File: src/pip_pkg.sv
`default_nettype none
// ----------------------------------------------------------------------------
// pip_pkg: shared types and constants
// Command codes, decoded operation format and queue geometry for the
// point-in-convex-polygon block.
// ----------------------------------------------------------------------------
package pip_pkg;

    localparam int COORD_W     = 16;
    localparam int QUEUE_DEPTH = 2;
    localparam int QUEUE_AW    = 1;

    // Raw command field codes
    localparam logic [1:0] CMD_NEW    = 2'd0;
    localparam logic [1:0] CMD_APPEND = 2'd1;
    localparam logic [1:0] CMD_QUERY  = 2'd2;

    typedef enum logic [1:0] {
        OP_NEW,
        OP_APPEND,
        OP_QUERY
    } t_op_kind;

    typedef struct packed {
        t_op_kind                   kind;
        logic signed [COORD_W-1:0]  x;
        logic signed [COORD_W-1:0]  y;
    } t_op;

    // Head of the operation queue as seen by the back end
    typedef struct packed {
        logic valid;
        t_op  op;
    } t_qhead;

endpackage
`default_nettype wire

File: src/pip_front.sv
`default_nettype none
// ----------------------------------------------------------------------------
// pip_front: request intake and classification
// Decodes each request into an operation, drops unused commands and holds
// the operations in a short queue for the back end.
// ----------------------------------------------------------------------------
module pip_front import pip_pkg::*; (
    input  wire logic                      i_clk,
    input  wire logic                      i_rst_n,
    input  wire logic                      i_in_valid,
    output logic                           o_in_stall,
    input  wire logic [1:0]                i_cmd,
    input  wire logic signed [COORD_W-1:0] i_coord_x,
    input  wire logic signed [COORD_W-1:0] i_coord_y,
    output t_qhead                         o_head,
    input  wire logic                      i_pop
);

    t_op                 r_q [QUEUE_DEPTH];
    logic [QUEUE_AW-1:0] r_wp;
    logic [QUEUE_AW-1:0] r_rp;
    logic [QUEUE_AW:0]   r_cnt;

    logic     w_accept;
    logic     w_keep;
    t_op_kind w_kind;
    logic     w_push;
    logic     w_pop;

    always_comb begin
        w_keep = 1'b1;
        w_kind = OP_NEW;
        case (i_cmd)
            CMD_NEW:    w_kind = OP_NEW;
            CMD_APPEND: w_kind = OP_APPEND;
            CMD_QUERY:  w_kind = OP_QUERY;
            default:    w_keep = 1'b0;
        endcase
    end

    assign o_in_stall = (r_cnt == (QUEUE_AW + 1)'(QUEUE_DEPTH));
    assign w_accept   = i_in_valid && !o_in_stall;
    assign w_push     = w_accept && w_keep;
    assign w_pop      = i_pop && (r_cnt != '0);

    assign o_head.valid = (r_cnt != '0);
    assign o_head.op    = r_q[r_rp];

    always_ff @(posedge i_clk) begin
        if (w_push) begin
            r_q[r_wp] <= '{kind: w_kind, x: i_coord_x, y: i_coord_y};
        end
    end

    always_ff @(posedge i_clk) begin
        if (!i_rst_n) begin
            r_wp  <= '0;
            r_rp  <= '0;
            r_cnt <= '0;
        end else begin
            if (w_push) begin
                r_wp <= r_wp + QUEUE_AW'(1);
            end
            if (w_pop) begin
                r_rp <= r_rp + QUEUE_AW'(1);
            end
            case ({w_push, w_pop})
                2'b10:   r_cnt <= r_cnt + (QUEUE_AW + 1)'(1);
                2'b01:   r_cnt <= r_cnt - (QUEUE_AW + 1)'(1);
                default: r_cnt <= r_cnt;
            endcase
        end
    end

endmodule
`default_nettype wire

File: src/pip_back.sv
`default_nettype none
// ----------------------------------------------------------------------------
// pip_back: vertex store and edge sweep
// Executes queued operations: writes vertices into the store and, for a
// query, sweeps every edge through a cross-product pipeline.
// ----------------------------------------------------------------------------
module pip_back import pip_pkg::*; #(
    parameter int MAX_VERTICES = 64
) (
    input  wire logic   i_clk,
    input  wire logic   i_rst_n,
    input  wire t_qhead i_head,
    output logic        o_pop,
    output logic        o_out_valid,
    input  wire logic   i_out_stall,
    output logic        o_inside_res,
    output logic        o_truncated
);

    localparam int AW = (MAX_VERTICES > 1) ? $clog2(MAX_VERTICES) : 1;
    localparam int CW = $clog2(MAX_VERTICES + 1);
    localparam int IW = $clog2(MAX_VERTICES + 2);
    localparam int DW = COORD_W + 1;
    localparam int PW = 2 * DW;
    localparam logic [CW-1:0] MAX_CNT = CW'(MAX_VERTICES);

    typedef enum logic [1:0] {
        S_IDLE,
        S_RUN,
        S_DRAIN,
        S_DONE
    } t_state;

    t_state r_state;

    logic [2*COORD_W-1:0] r_mem [MAX_VERTICES];
    logic [2*COORD_W-1:0] r_rd_data;

    logic [CW-1:0]              r_count;
    logic                       r_ovf;
    logic signed [COORD_W-1:0]  r_px;
    logic signed [COORD_W-1:0]  r_py;
    logic [AW-1:0]              r_addr;
    logic [IW-1:0]              r_issue_left;
    logic                       r_first;
    logic                       r_s1_v;
    logic                       r_s1_first;
    logic                       r_s2_v;
    logic                       r_s2_first;
    logic                       r_s3_v;
    logic signed [DW-1:0]       r_dx;
    logic signed [DW-1:0]       r_dy;
    logic signed [DW-1:0]       r_pdx;
    logic signed [DW-1:0]       r_pdy;
    logic signed [PW-1:0]       r_p1;
    logic signed [PW-1:0]       r_p2;
    logic                       r_pos;
    logic                       r_neg;
    logic                       r_out_valid;
    logic                       r_out_inside;
    logic                       r_out_trunc;

    logic                 w_wr_en;
    logic [AW-1:0]        w_wr_addr;
    logic                 w_rd_en;
    logic [AW-1:0]        w_next_addr;
    logic [CW-1:0]        w_addr_inc;
    logic                 w_out_free;
    logic                 w_room;
    logic [PW:0]          w_cross;
    logic signed [DW-1:0] w_dx;
    logic signed [DW-1:0] w_dy;

    assign o_pop      = (r_state == S_IDLE) && i_head.valid;
    assign w_room     = (r_count < MAX_CNT);
    assign w_wr_en    = o_pop && ((i_head.op.kind == OP_NEW) ||
                                  ((i_head.op.kind == OP_APPEND) && w_room));
    assign w_wr_addr  = (i_head.op.kind == OP_NEW) ? '0 : r_count[AW-1:0];
    assign w_rd_en    = (r_state == S_RUN);
    assign w_addr_inc = CW'(r_addr) + CW'(1);
    // wrap back to vertex 0 to close the polygon
    assign w_next_addr = (w_addr_inc == r_count) ? '0 : w_addr_inc[AW-1:0];
    assign w_out_free = !r_out_valid || !i_out_stall;

    assign w_dx = $signed({r_rd_data[2*COORD_W-1], r_rd_data[2*COORD_W-1:COORD_W]})
                - $signed({r_px[COORD_W-1], r_px});
    assign w_dy = $signed({r_rd_data[COORD_W-1], r_rd_data[COORD_W-1:0]})
                - $signed({r_py[COORD_W-1], r_py});
    assign w_cross = {r_p1[PW-1], r_p1} - {r_p2[PW-1], r_p2};

    assign o_out_valid  = r_out_valid;
    assign o_inside_res = r_out_inside;
    assign o_truncated  = r_out_trunc;

    always_ff @(posedge i_clk) begin
        if (w_wr_en) begin
            r_mem[w_wr_addr] <= {i_head.op.x, i_head.op.y};
        end
        if (w_rd_en) begin
            r_rd_data <= r_mem[r_addr];
        end
    end

    // Datapath registers
    always_ff @(posedge i_clk) begin
        if (r_s1_v) begin
            r_dx <= w_dx;
            r_dy <= w_dy;
        end
        if (r_s2_v) begin
            r_pdx <= r_dx;
            r_pdy <= r_dy;
            r_p1  <= r_pdx * r_dy;
            r_p2  <= r_pdy * r_dx;
        end
    end

    always_ff @(posedge i_clk) begin
        if (!i_rst_n) begin
            r_state      <= S_IDLE;
            r_count      <= '0;
            r_ovf        <= 1'b0;
            r_first      <= 1'b0;
            r_s1_v       <= 1'b0;
            r_s1_first   <= 1'b0;
            r_s2_v       <= 1'b0;
            r_s2_first   <= 1'b0;
            r_s3_v       <= 1'b0;
            r_pos        <= 1'b0;
            r_neg        <= 1'b0;
            r_addr       <= '0;
            r_issue_left <= '0;
            r_out_valid  <= 1'b0;
        end else begin
            // a result loaded in S_DONE takes the place of the one leaving
            if (r_out_valid && !i_out_stall && (r_state != S_DONE)) begin
                r_out_valid <= 1'b0;
            end

            r_s1_v     <= w_rd_en;
            r_s1_first <= w_rd_en && r_first;
            r_s2_v     <= r_s1_v;
            r_s2_first <= r_s1_first;
            // the first vertex of a sweep opens no edge
            r_s3_v     <= r_s2_v && !r_s2_first;
            if (w_rd_en) begin
                r_first <= 1'b0;
            end

            if (r_s3_v) begin
                if (!w_cross[PW] && (w_cross != '0)) begin
                    r_pos <= 1'b1;
                end else if (w_cross[PW]) begin
                    r_neg <= 1'b1;
                end
            end

            case (r_state)
                S_IDLE: begin
                    if (o_pop) begin
                        case (i_head.op.kind)
                            OP_NEW: begin
                                r_count <= CW'(1);
                                r_ovf   <= 1'b0;
                            end
                            OP_APPEND: begin
                                if (w_room) begin
                                    r_count <= r_count + CW'(1);
                                end else begin
                                    r_ovf <= 1'b1;
                                end
                            end
                            OP_QUERY: begin
                                r_px    <= i_head.op.x;
                                r_py    <= i_head.op.y;
                                r_pos   <= 1'b0;
                                r_neg   <= 1'b0;
                                r_addr  <= '0;
                                r_first <= 1'b1;
                                r_issue_left <= IW'(r_count) + IW'(1);
                                if (r_count == '0) begin
                                    r_state <= S_DONE;
                                end else begin
                                    r_state <= S_RUN;
                                end
                            end
                            default: ;
                        endcase
                    end
                end
                S_RUN: begin
                    r_addr       <= w_next_addr;
                    r_issue_left <= r_issue_left - IW'(1);
                    if (r_issue_left == IW'(1)) begin
                        r_state <= S_DRAIN;
                    end
                end
                S_DRAIN: begin
                    if (!r_s1_v && !r_s2_v && !r_s3_v) begin
                        r_state <= S_DONE;
                    end
                end
                S_DONE: begin
                    if (w_out_free) begin
                        r_out_valid  <= 1'b1;
                        r_out_inside <= !(r_pos && r_neg);
                        r_out_trunc  <= r_ovf;
                        r_state      <= S_IDLE;
                    end
                end
                default: r_state <= S_IDLE;
            endcase
        end
    end

`ifndef SYNTHESIS
    a_count_bound: assert property (@(posedge i_clk) disable iff (!i_rst_n)
        r_count <= MAX_CNT)
        else $error("vertex count beyond capacity");

    a_run_has_work: assert property (@(posedge i_clk) disable iff (!i_rst_n)
        (r_state == S_RUN) |-> (r_issue_left != '0))
        else $error("edge sweep running with no reads left");

    a_pipe_in_query: assert property (@(posedge i_clk) disable iff (!i_rst_n)
        (r_s1_v || r_s2_v || r_s3_v) |-> ((r_state == S_RUN) || (r_state == S_DRAIN)))
        else $error("pipeline busy outside a query");

    a_ovf_when_full: assert property (@(posedge i_clk) disable iff (!i_rst_n)
        $rose(r_ovf) |-> (r_count == MAX_CNT))
        else $error("overflow flagged with room in store");

    a_no_result_overwrite: assert property (@(posedge i_clk) disable iff (!i_rst_n)
        (r_out_valid && i_out_stall) |=> (r_out_valid && $stable(r_out_inside)))
        else $error("held result overwritten");
`endif

endmodule
`default_nettype wire

File: src/point_in_convex_polygon.sv
`default_nettype none
// ----------------------------------------------------------------------------
// point_in_convex_polygon: convex polygon containment test
// Stores a polygon vertex by vertex and answers point queries by the signs
// of the edge cross products, boundary counted as inside.
//
//   Channel  Direction  Handshake                  Payload
//   in       to block   i_in_valid / o_in_stall    i_cmd, i_coord_x, i_coord_y
//   out      from block o_out_valid / i_out_stall  o_inside_res, o_truncated
//
// A vertex request is executed in the back end as it is popped; a query's
// length is set by the single read port of the vertex store
// that feeds one edge per cycle into the cross-product pipeline.
// A two-entry queue decouples intake from execution, so requests are taken
// while a query runs or while a result waits on a stalled output.
// Reset (synchronous, active low) empties the polygon and clears the flag.
// ----------------------------------------------------------------------------
module point_in_convex_polygon import pip_pkg::*; #(
    parameter int MAX_VERTICES = 64
) (
    input  wire logic                      i_clk,
    input  wire logic                      i_rst_n,
    input  wire logic                      i_in_valid,
    output logic                           o_in_stall,
    input  wire logic [1:0]                i_cmd,
    input  wire logic signed [COORD_W-1:0] i_coord_x,
    input  wire logic signed [COORD_W-1:0] i_coord_y,
    output logic                           o_out_valid,
    input  wire logic                      i_out_stall,
    output logic                           o_inside_res,
    output logic                           o_truncated
);

    t_qhead w_head;
    logic   w_pop;

    pip_front u_front (
        .i_clk      (i_clk),
        .i_rst_n    (i_rst_n),
        .i_in_valid (i_in_valid),
        .o_in_stall (o_in_stall),
        .i_cmd      (i_cmd),
        .i_coord_x  (i_coord_x),
        .i_coord_y  (i_coord_y),
        .o_head     (w_head),
        .i_pop      (w_pop)
    );

    pip_back #(
        .MAX_VERTICES (MAX_VERTICES)
    ) u_back (
        .i_clk        (i_clk),
        .i_rst_n      (i_rst_n),
        .i_head       (w_head),
        .o_pop        (w_pop),
        .o_out_valid  (o_out_valid),
        .i_out_stall  (i_out_stall),
        .o_inside_res (o_inside_res),
        .o_truncated  (o_truncated)
    );

endmodule
`default_nettype wire

File: config.mk
export PLATFORM = sky130hd
export DESIGN_NAME = point_in_convex_polygon
export DESIGN_NICKNAME = d
export VERILOG_FILES = /design/src/pip_pkg.sv /design/src/pip_front.sv /design/src/pip_back.sv /design/src/point_in_convex_polygon.sv
export SDC_FILE = /design/constraint.sdc
export NUM_CORES = 2
export LEC_CHECK = 0
export ABC_AREA = 1
export BUFFER_PORTS_ARGS = -buffer_cell sky130_fd_sc_hd__buf_4
export CAP_MARGIN = 10
export CORE_UTILIZATION = 65
export DETAILED_ROUTE_END_ITERATION = 10
export PLACE_DENSITY_LB_ADDON = 0.05
export SLEW_MARGIN = 15
export SYNTH_ARGS = -nofsm -noshare
export SYNTH_HDL_FRONTEND = slang
export SYNTH_SLANG_ARGS = --single-unit
File: constraint.sdc
create_clock -name i_clk -period 17 [get_ports i_clk]
set_input_delay 3.4 -clock i_clk [delete_from_list [all_inputs] [get_ports i_clk]]
set_output_delay 3.4 -clock i_clk [all_outputs]
set_load 0.01 [all_outputs]
# Word level (Yosys, flattened, before mapping)
# Memory sizes are Yosys's and may differ from the RTL's. A register that Yosys moved wholly into a read port is not among the register bits.
# Index checks and enable logic that the tools add are counted.
[totals]
reg_bits = 206
mem_bits_ro = 0
out_inout_bits = 4
mem_bits_rw = 2116
wordCells = 149
latchBits = 0
input_bits = 38
mem_count = 2
[memory_table]
columns = ["name", "depth", "width", "rd", "rd_clocked_by_memory_dff", "write_ports", "line_no", "rtl"]
rows = [
  ["u_back.r_mem", 64, 32, 1, 1, 1, "pip_back.sv:36", "logic [2*COORD_W-1:0] r_mem [MAX_VERTICES];"],
  ["u_front.r_q", 2, 34, 1, 1, 1, "pip_front.sv:19", "t_op r_q [QUEUE_DEPTH];"],
]
[op_classes]
n_reduce_logical = 41
n_mul = 2
n_eq_ne = 20
n_addsub = 10
bitwise = 0
n_shift = 0
order_cmp = 1
mux = 46
n_div = 0
[op_table]
columns = ["cell", "n"]
rows = [
  ["$mul 17x17->34", 2],
  ["$reduce_bool 35->1", 1],
  ["$sub 34x34->35", 1],
  ["$sub 16x16->17", 2],
  ["$pmux 7 s2", 2],
  ["$mux 1", 26],
  ["$mux 6", 4],
  ["$mux 7", 3],
  ["$logic_and 1x1->1", 14],
  ["$eq 2x2->1 const B", 6],
  ["$mux 2", 6],
  ["$pmux 6 s2", 1],
  ["$reduce_and 4->1", 3],
  ["$logic_not 1->1", 9],
  ["$eq 2x1->1 const B", 4],
  ["$ne 2x1->1 const B", 4],
  ["$ne 2x2->1 const B", 4],
  ["$pmux 2 s2", 2],
  ["$pmux 2 s4", 1],
  ["$reduce_bool 2->1", 4],
  ["$add 6x1->7 const B", 1],
  ["$add 7x1->7 const B", 1],
  ["$eq 7x1->1 const B", 1],
  ["$eq 7x7->1", 1],
  ["other kinds (12)", 17],
]

# Longest topological paths before layout
[depth]
word_depth = 8
ltp_mapped = 32
mapped_depth_nobuf = 30

# Hierarchy
# A second synthesis with hierarchy kept.
[unflattened]
cells_unflattened = 10231
hier_area_um2 = 117408.9
[by_module_without_submodules]
columns = ["module", "cells_per_inst", "seq_area_each_um2", "n_inst", "area_per_inst_um2"]
rows = [
  ["pip_back", 10081, 68205.4, 1, 114532.3],
  ["pip_front", 150, 2142.1, 1, 2876.5],
]

# Worst setup path before layout
# Ideal clock, no wire load.
[synth_path]
path_kind = "in2reg"
from = "in i_rst_n"
to = "reg u_back.r_px[0] (enable)"
stages = 4
t_arrival_ps = 5462
required_ps = 16579
path_slack_ps = 11117
setup_ps = 421
path_cell_list = "clkbuf_1 > clkinv_1 > clkbuf_1 > nor2_1"
[synth_via]
elab_chain_len = 1
[synth_rtl]
columns = ["item", "line_no", "rtl"]
rows = [
  ["start: declaration", "point_in_convex_polygon.sv:22", "input wire logic i_rst_n,"],
  ["$reduce_and 4->1 (no line)", "-", ""],
  ["end signal: assignment", "pip_back.sv:174", "r_px <= i_head.op.x;"],
  ["end: declaration", "pip_back.sv:41", "logic signed [COORD_W-1:0] r_px;"],
]
# Every way passes these cells.
# A chain may end at the register's enable or synchronous reset.

# Worst setup path after layout
[layout_path]
from = "reg u_back.r_dx[6]"
to = "reg u_back.r_p2[31], data pin"
[layout_via]
elab_chain_len = 1
[layout_rtl]
columns = ["item", "line_no", "rtl"]
rows = [
  ["start: declaration", "pip_back.sv:51", "logic signed [DW-1:0] r_dx;"],
  ["start signal: assignment", "pip_back.sv:107", "r_dx <= w_dx;"],
  ["$mul 17x17->34", "pip_back.sv:114", "r_p2 <= r_pdy * r_dx;"],
  ["end signal: assignment", "pip_back.sv:114", ""],
  ["end: declaration", "pip_back.sv:56", "logic signed [PW-1:0] r_p2;"],
]
# Every way passes these cells.

==> impl_metrics.env <==
export IMPL_status="finished clean"
export IMPL_worstPathMaxFanout=18
export IMPL_io_pins=42
export IMPL_end_kind="register"
export IMPL_synth_top_cell_area_share_pct=59.4
export IMPL_finish_utilization_pct=71.0
export IMPL_drc_errors=0
export IMPL_dpl_instance_area_um2=120000
export IMPL_relSlewSlack_pct=22.5
export IMPL_wl_met1_mm=119
export IMPL_highest_layer="met5"
export IMPL_rows=155
export IMPL_crit_top_cell="fa_1"
export IMPL_via_per_inst=6.26
export IMPL_synthesis_nets=11100
export IMPL_floorplan_initialDensity_pct=65.6
export IMPL_skew_ns=0.0601
export IMPL_clock_sinks=2355
export IMPL_worst_pin_slew_ns=1.16
export IMPL_post_cts_buffers=0
export IMPL_vias=79100
export IMPL_drtPass1Iterations=6
export IMPL_numPortBuffers=41
export IMPL_synthArstFlopShare_pct=0
export IMPL_cts_buffers=223
export IMPL_post_drt_wl_per_cell_um=26.0
export IMPL_dieArea_um2=182000
export IMPL_area_growth_synth_to_final_pct=8.33
export IMPL_die_x_um=427
export IMPL_tns_ns=0
export IMPL_worstPathRequired_ns=17.58
export IMPL_synth_area_um2=117000
export IMPL_ant_nets=0
export IMPL_drv_slew=0
export IMPL_fillers=12600
export IMPL_synth_seq_cells=2355
export IMPL_wl_met3_mm=32.8
export IMPL_period_share_pct=39.3
export IMPL_cpMaxStageDelayCell="edfxtp_1"
export IMPL_synth_common_cells="edfxtp_1 (2318), nor2_1 (1607), o21ai_0 (1264), inv_1 (1225), nand2_1 (1043)"
export IMPL_dp_hpwl_mm=197
export IMPL_grt_pass1_wl_mm=483
export IMPL_ctsRootBufferMaster="clkbuf_16"
export IMPL_drive_gt1_share_pct=6.60
export IMPL_critPathKind="reg -> reg"
export IMPL_yosys_warnings=0
export IMPL_critPathLaunchType="register"
export IMPL_cts_tree="yes"
export IMPL_cts_resized_gates=0
export IMPL_synth_area_leaders="edfxtp_1 (59%), fa_1 (10%), o21ai_0 (5.4%)"
export IMPL_routed_wl_mm=328
export IMPL_nets=10900
export IMPL_cp_slowest_stage_delay_ns=0.98
export IMPL_place_gp_congestion=0.944
export IMPL_synthFlopType="edfxtp_1"
export IMPL_synth_seq_area_share_pct=60.0
export IMPL_route_met2_wl_mm=158
export IMPL_first_iter_violations=10300
export IMPL_grt_usage_pct=36.2
export IMPL_core_um2=179000
export IMPL_synthCells=10200
export IMPL_clock_fmax_ghz=0.150
export IMPL_clk_latency_ns=0.90
export IMPL_grt_start_max_net_pins=216
export IMPL_setup_viol_count_final=0
export IMPL_die_y_um=427
export IMPL_max_cap_violations=0
export IMPL_finalHoldViolCount=0
export IMPL_cts_hold_fix_buffers=0
export IMPL_synth_most_common_cell="edfxtp_1"
export IMPL_grt_overflow=0
export IMPL_cp_cell_sequence="nand2_1 > fa_1 > inv_1 > fa_1 > fa_1 > fa_1 > fa_1 > inv_1 > fa_1 > inv_1 > ha_1 > a21oi_1 > o21ai_0 > inv_1 > nor3_1 > a211oi_1 > o21ai_0 > xor2_1"
export IMPL_grt_setup_unrepaired="false"
export IMPL_cp_buffers_inverters=4
export IMPL_clk_pin_slew_ns=0.07
export IMPL_synth_edf_count=2318
export IMPL_cts_path_max_buffers=3
export IMPL_hp_class="reg -> reg"
export IMPL_final_cells=12600
export IMPL_grt_antenna_before_repair=17
export IMPL_final_area_um2=127000
export IMPL_htreeDepth=4
export IMPL_avgSynthCellArea_um2=11.5
export IMPL_synth_cell_type_count=57
export IMPL_placed_cells=12200
export IMPL_timing_final_crit_period_ns=6.68
export IMPL_grt_pass1_vias=77400
export IMPL_path_delay_family="adder cells"
export IMPL_synth_area_leader_cell="edfxtp_1"
export IMPL_arrival_ns=7.26
[stage by stage]
stage          hold slack, ns  worst slack, ns
6_report                0.381            10.32
5_1_grt                 0.408            10.01
4_1_cts                 0.384            10.24
3_5_place_dp            0.377            10.26
3_3_place_gp            0.369            10.27
2_1_floorplan           0.368            11.12
[per-layer routing]
| metal | up-vias | global-route usage [%] |
|---|---|---|
| met3 | 806 | 5.92 |
| li1 | 34700 | - |
| met5 | - | 0 |
| met1 | 39000 | 47.3 |
| met4 | 6 | 18.7 |
| met2 | 4602 | 59.1 |
[final cells by class]
class / instances / area (um2) / area share [%]
tap: 2355 / 2950 / 2.32
multi-input combinational: 6036 / 40100 / 31.6
inverter: 1235 / 4670 / 3.68
clock inverter: 139 / 1200 / 0.948
sequential: 2355 / 70400 / 55.4
timing repair buffer: 219 / 1720 / 1.35
antenna: 10 / 25.0 / 0.0197
clock buffer: 280 / 5910 / 4.65
[cell families after synthesis]
family,share of synthesized area [%]
and+or+nand+nor,9.10
DFF,60.0
AOI/OAI and AO/OA,10.7
adders and majority gates,12.8
muxes,0.316
xor gates and xnor gates,0.904
buffers and inverters,6.21
[worst paths after layout]
| kind | from | to | slack (ns) | cells after the start |
|---|---|---|---|---|
| max | u_back.r_dx[6]$_DFFE_PP_ | u_back.r_p2[31]$_DFFE_PP_ | 10.32 | 18 |
| min | u_back.r_s2_first$_SDFF_PN0_ | u_back.r_s3_v$_SDFF_PN0_ | 0.38 | 1 |
| max reg2reg | u_back.r_dx[6]$_DFFE_PP_ | u_back.r_p2[31]$_DFFE_PP_ | 10.32 | 18 |
| min reg2reg | u_back.r_s2_first$_SDFF_PN0_ | u_back.r_s3_v$_SDFF_PN0_ | 0.38 | 1 |
[sequential cells by signal (all words and copies together) (netlist names), 16 cells and up, named ones only]
register / count
u_front.r_q: 68
u_back.r_pdy: 17
u_back.r_dx: 17
u_back.r_py: 16
u_back.r_p2: 34
u_back.r_pdx: 17
u_back.r_dy: 17
u_back.r_rd_data: 32
u_back.r_px: 16
u_back.r_mem: 2048
u_back.r_p1: 34
[layout by cell type (no fill, tap or decap), types with 32 or more instances in the layout]
cell type	netlist	layout
edfxtp_1	2318	2318
nor2_1	1607	1540
o21ai_0	1264	1264
inv_1	1225	1224
nand2_1	1043	1043
o22ai_1	633	633
fa_1	595	595
ha_1	246	245
clkbuf_16	0	227
buf_4	29	213
a21oi_1	135	135
o21ai_1	102	102
xor2_1	74	74
nor2_4	0	67
clkinv_1	4	66
nand3_1	62	62
clkbuf_1	409	50
xnor2_1	47	47
clkinv_2	0	39
o32ai_1	36	32
mux2_2	32	32
Power is left out: the tool's default activity adds up to more than one toggle a clock period on the data nets, which glitch-free logic cannot reach.
